--- src/rtl/audio_ring_pointer_engine_unit_defines.svh ---
// Assertion macros shared by the ring pointer engine RTL.
`ifndef AUDIO_RING_POINTER_ENGINE_UNIT_DEFINES_SVH
`define AUDIO_RING_POINTER_ENGINE_UNIT_DEFINES_SVH

// Same-cycle implication, checked out of reset.
`define ARPE_ASSERT_IMPL(lbl, clk, rst_n, ante, cons) \
    lbl: assert property (@(posedge clk) disable iff (!rst_n) (ante) |-> (cons)) \
        else $error("ring pointer engine check failed");

// Next-cycle implication, checked out of reset.
`define ARPE_ASSERT_NEXT(lbl, clk, rst_n, ante, cons) \
    lbl: assert property (@(posedge clk) disable iff (!rst_n) (ante) |=> (cons)) \
        else $error("ring pointer engine sequence check failed");

`endif

--- src/rtl/arpe_pkg.sv ---
// Types and constants of the ring pointer engine.
package arpe_pkg;

    // Fixed limits of the ring and of one packet.
    localparam int unsigned RING_MAX_BYTES   = 65536;
    localparam int unsigned PACKET_MAX_BYTES = 4096;
    localparam int unsigned RING_CAP_BYTES   =
        (RING_MAX_BYTES < 65536) ? RING_MAX_BYTES : 65536;

    // Error count hysteresis thresholds.
    localparam logic [7:0] STALL_SET_ABOVE   = 8'd32;
    localparam logic [7:0] STALL_CLEAR_BELOW = 8'd8;
    localparam logic [7:0] ERR_COUNT_MAX     = 8'd255;

    // Register indexes on the configuration port.
    localparam logic REG_RING_BYTES   = 1'b0;
    localparam logic REG_PERIOD_BYTES = 1'b1;

    typedef enum logic [1:0] {
        OP_PACKET = 2'd0,
        OP_START  = 2'd1,
        OP_STOP   = 2'd2,
        OP_RSVD   = 2'd3
    } t_op;

    typedef struct packed {
        t_op         op;
        logic [12:0] packet_len;
        logic        stream_running;
        logic        requeue_failed;
    } t_in_item;

    typedef struct packed {
        logic [15:0] src_offset;
        logic [12:0] dst_offset;
        logic [12:0] seg_len;
        logic        last;
        logic        period_elapsed;
        logic        stalled_now;
    } t_out_item;

    typedef struct packed {
        logic [16:0] ring_bytes;
        logic [16:0] period_bytes;
    } t_cfg;

endpackage

--- src/rtl/arpe_cfg.sv ---
// APB-style configuration registers of the ring pointer engine.
module arpe_cfg (
    input  logic          i_clk,
    input  logic          i_rst_n,
    input  logic          psel,
    input  logic          penable,
    input  logic          pwrite,
    input  logic [2:0]    paddr,
    input  logic [31:0]   pwdata,
    output logic [31:0]   prdata,
    output logic          pready,
    output arpe_pkg::t_cfg o_cfg
);
    import arpe_pkg::*;

    logic [16:0] r_ring_bytes;
    logic [16:0] r_period_bytes;
    logic        wr_en;

    assign pready = 1'b1;
    assign wr_en  = psel && penable && pwrite;

    // Register writes; the word index is bit 2 of the byte address.
    always_ff @(posedge i_clk) begin
        if (!i_rst_n) begin
            r_ring_bytes   <= 17'd65536;
            r_period_bytes <= 17'd4096;
        end else if (wr_en) begin
            unique case (paddr[2])
                REG_RING_BYTES:   r_ring_bytes   <= pwdata[16:0];
                REG_PERIOD_BYTES: r_period_bytes <= pwdata[16:0];
                default: ;
            endcase
        end
    end

    // Read back.
    always_comb begin
        unique case (paddr[2])
            REG_RING_BYTES:   prdata = {15'd0, r_ring_bytes};
            REG_PERIOD_BYTES: prdata = {15'd0, r_period_bytes};
            default:          prdata = 32'd0;
        endcase
    end

    assign o_cfg.ring_bytes   = r_ring_bytes;
    assign o_cfg.period_bytes = r_period_bytes;

endmodule

--- src/rtl/arpe_rem.sv ---
// Iterative restoring remainder unit, one quotient bit per cycle.
module arpe_rem (
    input  logic        i_clk,
    input  logic        i_rst_n,
    input  logic        i_start,
    input  logic [15:0] i_dividend,
    input  logic [16:0] i_divisor,
    output logic        o_done,
    output logic [15:0] o_rem
);
    logic [15:0] r_dvd;
    logic [16:0] r_dvs;
    logic [15:0] r_rem;
    logic [3:0]  r_cnt;
    logic        r_busy;
    logic        r_done;
    logic [16:0] trial;
    logic [16:0] diff;
    logic [15:0] n_rem;

    // One shift and trial subtract.
    always_comb begin
        trial = {r_rem, r_dvd[15]};
        diff  = trial - r_dvs;
        n_rem = (trial >= r_dvs) ? diff[15:0] : trial[15:0];
    end

    // Step counter and working registers.
    always_ff @(posedge i_clk) begin
        if (!i_rst_n) begin
            r_busy <= 1'b0;
            r_done <= 1'b0;
            r_cnt  <= '0;
        end else begin
            r_done <= 1'b0;
            if (i_start) begin
                r_busy <= 1'b1;
                r_cnt  <= '0;
            end else if (r_busy) begin
                r_cnt <= r_cnt + 4'd1;
                if (r_cnt == 4'd15) begin
                    r_busy <= 1'b0;
                    r_done <= 1'b1;
                end
            end
        end
    end

    always_ff @(posedge i_clk) begin
        if (i_start) begin
            r_dvd <= i_dividend;
            r_dvs <= i_divisor;
            r_rem <= '0;
        end else if (r_busy) begin
            r_dvd <= {r_dvd[14:0], 1'b0};
            r_rem <= n_rem;
        end
    end

    assign o_done = r_done;
    assign o_rem  = r_rem;

endmodule

--- src/rtl/audio_ring_pointer_engine_unit.sv ---
// Top level of the ring pointer engine: sequencer, state and output register.
//
//  Channel   Direction  Handshake               Beat
//  in        input      i_in_valid / o_in_stall  t_in_item
//  out       output     o_out_valid / i_out_stall t_out_item
//  cfg       input      psel / penable / pready  32-bit register write
//
// A command or a completion without copy goes straight to the final beat; a completion with copy
// passes CALC1, CALC2 and DIV, and SEG1 too when it wraps into two beats, waiting in DIV on the 16-step
// remainder of the new pointer by the period in the remainder unit.
// Synchronous active-low reset clears pointer, flags and error count.
// One item is handled at a time; output stalls hold the sequencer in its emit state.
module audio_ring_pointer_engine_unit (
    input  logic                i_clk,
    input  logic                i_rst_n,
    input  logic                i_in_valid,
    output logic                o_in_stall,
    input  arpe_pkg::t_in_item  i_in,
    output logic                o_out_valid,
    input  logic                i_out_stall,
    output arpe_pkg::t_out_item o_out,
    input  logic                psel,
    input  logic                penable,
    input  logic                pwrite,
    input  logic [2:0]          paddr,
    input  logic [31:0]         pwdata,
    output logic [31:0]         prdata,
    output logic                pready
);
    import arpe_pkg::*;
    `include "audio_ring_pointer_engine_unit_defines.svh"

    localparam logic [16:0] RING_CAP = 17'(RING_CAP_BYTES);
    localparam logic [12:0] PKT_MAX  = 13'(PACKET_MAX_BYTES);

    typedef enum logic [2:0] {
        S_IDLE,
        S_CALC1,
        S_CALC2,
        S_DIV,
        S_SEG1,
        S_LAST
    } t_state;

    t_cfg        cfg;
    t_state      r_state;
    t_in_item    r_item;
    logic        r_copy;
    logic        r_two;
    logic        r_elapsed;
    logic [15:0] r_read_ptr;
    logic [15:0] r_ptr;
    logic [16:0] r_ring;
    logic [16:0] r_period;
    logic [12:0] r_len;
    logic [12:0] r_split;
    logic        r_active;
    logic        r_stall;
    logic [7:0]  r_err;
    logic        r_out_valid;
    t_out_item   r_out;

    logic        in_acc;
    logic        slot_free;
    logic        emit;
    logic        gate;
    logic [7:0]  err_inc;
    logic        stall_upd;
    logic [16:0] ring_c;
    logic [12:0] len_a;
    logic [12:0] len_c;
    logic [15:0] ptr_c;
    logic [16:0] sum;
    logic [16:0] nptr_w;
    logic [16:0] split_w;
    logic        div_start;
    logic        div_done;
    logic [15:0] div_rem;

    arpe_cfg u_cfg (
        .i_clk   (i_clk),
        .i_rst_n (i_rst_n),
        .psel    (psel),
        .penable (penable),
        .pwrite  (pwrite),
        .paddr   (paddr),
        .pwdata  (pwdata),
        .prdata  (prdata),
        .pready  (pready),
        .o_cfg   (cfg)
    );

    arpe_rem u_rem (
        .i_clk      (i_clk),
        .i_rst_n    (i_rst_n),
        .i_start    (div_start),
        .i_dividend (nptr_w[15:0]),
        .i_divisor  (r_period),
        .o_done     (div_done),
        .o_rem      (div_rem)
    );

    assign o_in_stall  = (r_state != S_IDLE);
    assign in_acc      = i_in_valid && !o_in_stall;
    assign slot_free   = !r_out_valid || !i_out_stall;
    assign o_out_valid = r_out_valid;
    assign o_out       = r_out;
    assign div_start   = (r_state == S_CALC2);

    // A result beat is loaded whenever an emit state finds the output slot free.
    assign emit = slot_free && ((r_state == S_SEG1) || (r_state == S_LAST));

    // Copy gate and the error count update of a failed requeue.
    always_comb begin
        gate      = r_active && i_in.stream_running && !r_stall;
        err_inc   = (r_err < ERR_COUNT_MAX) ? r_err + 8'd1 : r_err;
        stall_upd = r_stall;
        if (err_inc > STALL_SET_ABOVE) begin
            stall_upd = 1'b1;
        end else if (err_inc < STALL_CLEAR_BELOW) begin
            stall_upd = 1'b0;
        end
    end

    // Clamping of ring size, length and start pointer.
    always_comb begin
        if (cfg.ring_bytes == 17'd0) begin
            ring_c = 17'd1;
        end else if (cfg.ring_bytes > RING_CAP) begin
            ring_c = RING_CAP;
        end else begin
            ring_c = cfg.ring_bytes;
        end
        len_a = (r_item.packet_len > PKT_MAX) ? PKT_MAX : r_item.packet_len;
        len_c = ({4'd0, len_a} > ring_c) ? ring_c[12:0] : len_a;
        ptr_c = ({1'b0, r_read_ptr} >= ring_c) ? 16'd0 : r_read_ptr;
    end

    // Advance of the pointer and the wrap split.
    always_comb begin
        sum     = {1'b0, r_ptr} + {4'd0, r_len};
        nptr_w  = (sum >= r_ring) ? sum - r_ring : sum;
        split_w = r_ring - {1'b0, r_ptr};
    end

    // Sequencer, engine state and output register.
    always_ff @(posedge i_clk) begin
        if (!i_rst_n) begin
            r_state     <= S_IDLE;
            r_read_ptr  <= '0;
            r_active    <= 1'b0;
            r_stall     <= 1'b0;
            r_err       <= '0;
            r_out_valid <= 1'b0;
            r_copy      <= 1'b0;
            r_two       <= 1'b0;
            r_elapsed   <= 1'b0;
        end else begin
            if (emit) begin
                r_out_valid <= 1'b1;
            end else if (!i_out_stall) begin
                r_out_valid <= 1'b0;
            end
            unique case (r_state)
                S_IDLE: begin
                    if (in_acc) begin
                        r_item    <= i_in;
                        r_copy    <= 1'b0;
                        r_elapsed <= 1'b0;
                        r_state   <= S_LAST;
                        unique case (i_in.op)
                            OP_START: begin
                                r_active <= 1'b1;
                                r_stall  <= 1'b0;
                                r_err    <= '0;
                            end
                            OP_STOP: begin
                                r_active <= 1'b0;
                            end
                            OP_PACKET: begin
                                if (i_in.requeue_failed) begin
                                    r_err   <= err_inc;
                                    r_stall <= stall_upd;
                                end
                                if (gate) begin
                                    r_copy  <= 1'b1;
                                    r_state <= S_CALC1;
                                end
                            end
                            OP_RSVD: ;
                            default: ;
                        endcase
                    end
                end
                S_CALC1: begin
                    r_ring   <= ring_c;
                    r_len    <= len_c;
                    r_ptr    <= ptr_c;
                    r_period <= (cfg.period_bytes == 17'd0) ? 17'd1 : cfg.period_bytes;
                    r_state  <= S_CALC2;
                end
                S_CALC2: begin
                    r_read_ptr <= nptr_w[15:0];
                    r_two      <= (sum > r_ring);
                    r_split    <= split_w[12:0];
                    r_state    <= S_DIV;
                end
                S_DIV: begin
                    if (div_done) begin
                        r_elapsed <= ({3'd0, r_len} > div_rem);
                        r_state   <= r_two ? S_SEG1 : S_LAST;
                    end
                end
                S_SEG1: begin
                    if (slot_free) begin
                        r_out.src_offset     <= r_ptr;
                        r_out.dst_offset     <= '0;
                        r_out.seg_len        <= r_split;
                        r_out.last           <= 1'b0;
                        r_out.period_elapsed <= 1'b0;
                        r_out.stalled_now    <= r_stall;
                        r_state              <= S_LAST;
                    end
                end
                S_LAST: begin
                    if (slot_free) begin
                        r_out.last           <= 1'b1;
                        r_out.period_elapsed <= r_elapsed;
                        r_out.stalled_now    <= r_stall;
                        if (!r_copy) begin
                            r_out.src_offset <= '0;
                            r_out.dst_offset <= '0;
                            r_out.seg_len    <= '0;
                        end else if (r_two) begin
                            r_out.src_offset <= '0;
                            r_out.dst_offset <= r_split;
                            r_out.seg_len    <= r_len - r_split;
                        end else begin
                            r_out.src_offset <= r_ptr;
                            r_out.dst_offset <= '0;
                            r_out.seg_len    <= r_len;
                        end
                        r_state <= S_IDLE;
                    end
                end
                default: r_state <= S_IDLE;
            endcase
        end
    end

    // A first segment is always followed by a final beat without a gap.
    `ARPE_ASSERT_NEXT(a_seg_pair, i_clk, i_rst_n, o_out_valid && !i_out_stall && !o_out.last, o_out_valid && o_out.last)
    // Period notification only rides on the final beat.
    `ARPE_ASSERT_IMPL(a_period_last, i_clk, i_rst_n, o_out_valid && o_out.period_elapsed, o_out.last)
    // A first segment starts the packet and is never empty.
    `ARPE_ASSERT_IMPL(a_seg1_shape, i_clk, i_rst_n, o_out_valid && !o_out.last, o_out.dst_offset == 13'd0 && o_out.seg_len != 13'd0)
    // The remainder unit returns a value below the period.
    `ARPE_ASSERT_IMPL(a_rem_range, i_clk, i_rst_n, r_state == S_DIV && div_done, {1'b0, div_rem} < r_period)

endmodule

--- config.mk ---
export PLATFORM = sky130hd
export DESIGN_NAME = audio_ring_pointer_engine_unit
export DESIGN_NICKNAME = d
export VERILOG_FILES = /design/src/rtl/arpe_pkg.sv /design/src/rtl/arpe_cfg.sv /design/src/rtl/arpe_rem.sv /design/src/rtl/audio_ring_pointer_engine_unit.sv
export VERILOG_INCLUDE_DIRS = /design/src /design/src/rtl
export SDC_FILE = /design/constraint.sdc
export NUM_CORES = 1
export LEC_CHECK = 0
export ABC_AREA = 1
export BUFFER_PORTS_ARGS = -buffer_cell sky130_fd_sc_hd__clkbuf_2
export CORE_MARGIN = 3
export CORE_UTILIZATION = 60
export CTS_CLUSTER_SIZE = 28
export DETAILED_ROUTE_END_ITERATION = 7
export HOLD_SLACK_MARGIN = 0.03
export PLACE_DENSITY = 0.86
export SYNTH_ARGS = -nofsm -noshare
export SYNTH_HDL_FRONTEND = slang
export SYNTH_SLANG_ARGS = --single-unit
--- constraint.sdc ---
create_clock -name i_clk -period 14.35 [get_ports i_clk]
set_clock_uncertainty 0.05 [all_clocks]
set_input_delay 2.87 -clock i_clk [delete_from_list [all_inputs] [get_ports i_clk]]
set_output_delay 2.87 -clock i_clk [all_outputs]
set_load 0.1 [all_outputs]
-- After elaboration in Yosys (flattened, before gate mapping)
Index checks and enable logic that the tools add are counted.
- flip-flop bits (word level): 256
- output and inout bits: 80
- logic and storage cells: 142
- add/subtract/negate cells: 7
- $lt $le $gt $ge: 11
- equal/unequal tests: 15
- multiplexer cells: 41
- bitwise gates (word level): 3
- reductions and logical operators: 36
- operator list (operator ; count):
    45-bit two-way mux ; 2
    45-bit case mux with 2 select lines ; 1
    42-bit two-way mux ; 2
    16-bit two-way mux ; 4
    32-bit case mux with 2 select lines ; 1
    17-bit >= comparator ; 2
    17-bit zero test ; 2
    17-bit two-way mux ; 2
    16-bit subtractor ; 2
    13-bit two-way mux ; 2
    13-bit subtractor ; 2
    3-bit two-way mux ; 6
    3-bit case mux with 6 select lines ; 1
    16-bit by 13-bit adder with 17-bit output ; 1
    16-bit by 17-bit >= comparator with 1-bit output ; 1
    13-bit by 17-bit greater-than comparator with 1-bit output ; 1
    17-bit greater-than comparator ; 1
    17-bit greater-than comparator, second input constant ; 1
    13-bit by 16-bit greater-than comparator with 1-bit output ; 1
    8-bit two-way mux ; 2
    8-bit case mux with 2 select lines ; 1
    1-bit two-way mux ; 14
    13-bit greater-than comparator, second input constant ; 1
    4-bit AND reduction ; 3
    28 further kinds ; 57

-- Depth between registers and ports, before layout
- depth after elaboration: 7
- mapped depth: 24
- gate-level depth less buffers: 24

-- Cells and area by module
Synthesis repeated with hierarchy kept, for this count alone.
- cells, all modules: 2176
- area total of the unflattened synthesis: 16847.4 um^2
- by module, submodules not included (module ; instances ; cells each ; area each (um^2) ; sequential area each (um^2)):
    audio_ring_pointer_engine_unit ; 1 ; 1464 ; 11604.9 ; 4684.5
    arpe_rem ; 1 ; 435 ; 3393.3 ; 1431.4
    arpe_cfg ; 1 ; 277 ; 1849.3 ; 680.7

-- Least setup slack after synthesis
OpenSTA, ideal clock, no wires.
- kind: in2out
- start: input paddr[2]
- end: output prdata[11]
- arrival: 5.321 ns
- required time: 11.430 ns
- slack: 6.109 ns
- cell stages on the path: 3
- buffers on the path: 2
- cell sequence: buf_2 clkbuf_1 o21ai_0
- cells in the longest elaborated chain, start to end: 2
- ends and longest elaborated chain (what ; RTL line ; source):
    from (decl) ; audio_ring_pointer_engine_unit.sv:25 ; input logic [2:0] paddr,
    1-bit inverter (no line) ; - ;
    32-bit case mux with 2 select lines * ; arpe_cfg.sv:39 ; unique case (paddr[2])
    to (decl) ; audio_ring_pointer_engine_unit.sv:27 ; output logic [31:0] prdata,
Every way passes the cells marked *; elsewhere a longest branch is shown, timed or not. The select of a mux whose other input is x is not followed.

-- Final worst setup path
- start: input paddr[2]
- end: output prdata[15]
The elaborated chain is that of the path after synthesis.

==> flow_summary.json <==
{
  "htree_levels": 1,
  "startpoint_type": "primary input",
  "ioPinCount": 139,
  "yosysTopAreaCellShare_pct": 31.52,
  "hp-class": "reg2reg",
  "cts_root_buf": "clkbuf_16",
  "grt_pass1_wl_um": 66540,
  "die_y_um": 168.8,
  "avgSynthCellArea_um2": 7.776,
  "antenna_cells": 0,
  "start_util_pct": 62.11,
  "first_iter_violations": 1448,
  "synthXorXnorAreaFrac_pct": 1.927,
  "place.gp.congestion": 0.9670,
  "grt_pass1_vias": 13000,
  "synth_area_um2": 15910,
  "worstPathRequired_ns": 11.43,
  "max-slew-margin-rel_pct": 25.69,
  "yosys-top-cells-area": "edfxtp_1 (32%), nand2_1 (12%), dfxtp_1 (11%)",
  "end_kind": "primary output",
  "path_cells": "clkbuf_2 > inv_1 > o21ai_0 > clkbuf_2",
  "area_growth_pct": 9.767,
  "tritoncts": "built",
  "clk_pin_slew_ns": 0.06,
  "synthAdderAreaFrac_pct": 9.909,
  "critPathMaxFanout": 34,
  "synth_compound_area_share_pct": 8.289,
  "port_buffers": 105,
  "peakVddDrop_mv": 0.1305,
  "tightest_slew_ns": 1.111,
  "ctsResizeCount": 0,
  "power_density_nw_per_um2": 184.8,
  "drtAntennaViolNets": 0,
  "cts_num_sinks": 256,
  "path_class": "in2out",
  "dpl.hpwl_um": 31860,
  "finalSetupTns_ns": 0,
  "grt_setup_unrepaired": "false",
  "synth_top_area_cell": "edfxtp_1",
  "maxCapViolCount": 0,
  "setup-violations-final": 0,
  "crit_arrival_ns": 4.21,
  "ys_async_sr_fraction_pct": 0,
  "synth_edf_count": 167,
  "slowest_stage": "clkbuf_2",
  "yosys.cell_count.top_type": "nand2_1",
  "grt_overflow": 0,
  "cts_buffer_depth": 3,
  "routed_via_density": 5.626,
  "routed_wl_um": 42080,
  "wl_per_cell_um": 16.98,
  "ys_seq_elements": 256,
  "hold_viol": 0,
  "synth_top_family_by_area": "simple AND/OR/NAND/NOR gates",
  "total_leakage_power_nw": 8.412,
  "drv_slew": 0,
  "synth_common_cells": "nand2_1 (525), inv_1 (317), nor2_1 (198), edfxtp_1 (167), nand3_1 (135)",
  "drive_gt1_share_pct": 9.870,
  "numCtsBuffers": 28,
  "hold_buffers": 0,
  "ys.flop_type": "edfxtp_1",
  "num-nets-final": 2308,
  "vias": 13941,
  "holdWs_ns": 0.3691,
  "antenna_found_initial": 0,
  "status": "complete, no violations",
  "yosysWarningCount": 0,
  "post_cts_buffers": 0,
  "max_freq_mhz": 140.3,
  "netlist-cell-type-count": 55,
  "track_usage_pct": 29.04,
  "drtPass1Iterations": 7,
  "muxShareOfSynthArea_pct": 0.06291,
  "syn_inst": 2046,
  "grt_start_max_net_pins": 64,
  "finalCritPeriodShare_pct": 49.66,
  "die-area_um2": 28510,
  "slowest_delay_ns": 0.48,
  "fin_crit_ns": 7.127,
  "route.detailed.drc": 0,
  "clock_latency_ns": 0.56,
  "yosys.area_share.simple_pct": 26.75,
  "core_um2": 25620,
  "die_x_um": 168.8,
  "synth_seq_area_share_pct": 42.72,
  "cpMostUsedCell": "clkbuf_2",
  "row_count": 58
}
power breakdown:
part           internal [mW]  switching, mW
clock network          0.422          0.297
registers              0.962         0.0879
logic                  0.401           1.06
final timing paths:
path	startpoint	end	cells past startpoint	slack, ns
min reg2reg	r_period[0]	u_rem.r_dvs[0]	0	0.37
min	r_period[0]	u_rem.r_dvs[0]	0	0.37
max reg2reg	r_len[0]	u_rem.r_dvd[15]	22	10.22
max	paddr[2]	prdata[15]	4	7.22
routing by layer:
metal	global-route usage [%]	vias up	part of all wire [%]
li1	-	6793	-
met1	40.13	6379	42
met4	9.534	0	3.6
met5	0	-	0
met3	4.694	103	9.1
met2	47.08	666	45
flip-flops by register name, indices dropped and copies added (netlist names):
register	cells
o_out	45
o_out_valid	1
r_active	1
r_copy	1
r_elapsed	1
r_err	8
r_item	13
r_len	13
r_period	17
r_ptr	16
r_read_ptr	16
r_ring	17
r_split	13
r_stall	1
r_state	3
r_two	1
u_cfg.r_period_bytes	17
u_cfg.r_ring_bytes	17
u_rem.o_done	1
u_rem.o_rem	16
u_rem.r_busy	1
u_rem.r_cnt	4
u_rem.r_dvd	16
u_rem.r_dvs	17
cells in the final DEF (no fill, tap or decap), drive strengths merged, types with 5 or more instances in the layout:
cell type | Yosys | layout
edfxtp | 167 | 167
clkinv | 2 | 8
conb | 2 | 16
xnor2 | 15 | 15
a22oi | 9 | 9
nor3 | 14 | 14
o21ai | 99 | 99
clkbuf | 36 | 144
ha | 118 | 118
nor4 | 11 | 11
buf | 39 | 6
dfxtp | 89 | 89
nor2 | 209 | 209
xor2 | 20 | 20
nand3b | 8 | 8
nand2 | 550 | 550
a21oi | 119 | 119
fa | 5 | 5
inv | 324 | 326
nand3 | 144 | 144
nand4 | 41 | 41
kinds of logic (layout without fill, tap and decap cells):
| kind of cell | after synthesis | in the layout |
|---|---|---|
| other | 2 | 16 |
| AOI/OAI and AO/OA | 246 | 246 |
| muxes | 1 | 1 |
| buffers and inverters | 401 | 489 |
| and+or+nand+nor | 982 | 982 |
| xor gates and xnor gates | 35 | 35 |
| adders and majority gates | 123 | 123 |
| DFF | 256 | 256 |
cell type report:
class | count | area (um2)
clock buffers | 39 | 752.0
clock inverters | 13 | 162.7
fillers | 2096 | 8153
inverters | 326 | 1224
multi-input cells | 1403 | 7546
flip-flops and latches | 256 | 6797
well taps | 330 | 412.9
repair buffers | 111 | 570.5
through the flow:
step	util (%)	instance area, um2	power (mW)	setup WS, ns	std cells
floorplan	-	15960	2.181	6.109	2060
global placement	64.60	16550	2.449	7.309	2426
detailed placement	64.60	16550	2.490	7.274	2426
CTS	68.17	17460	3.213	7.251	2478
global route	68.17	17460	3.430	7.136	2478
finish	68.17	17460	3.227	7.223	2478
worst max-delay path, delay by kind of cell:
family                 cells  cell delay, ns
buffers and inverters      3            1.13
AOI/OAI and AO/OA          1            0.20
No activity file was read; power rests on OpenSTA's default activity.
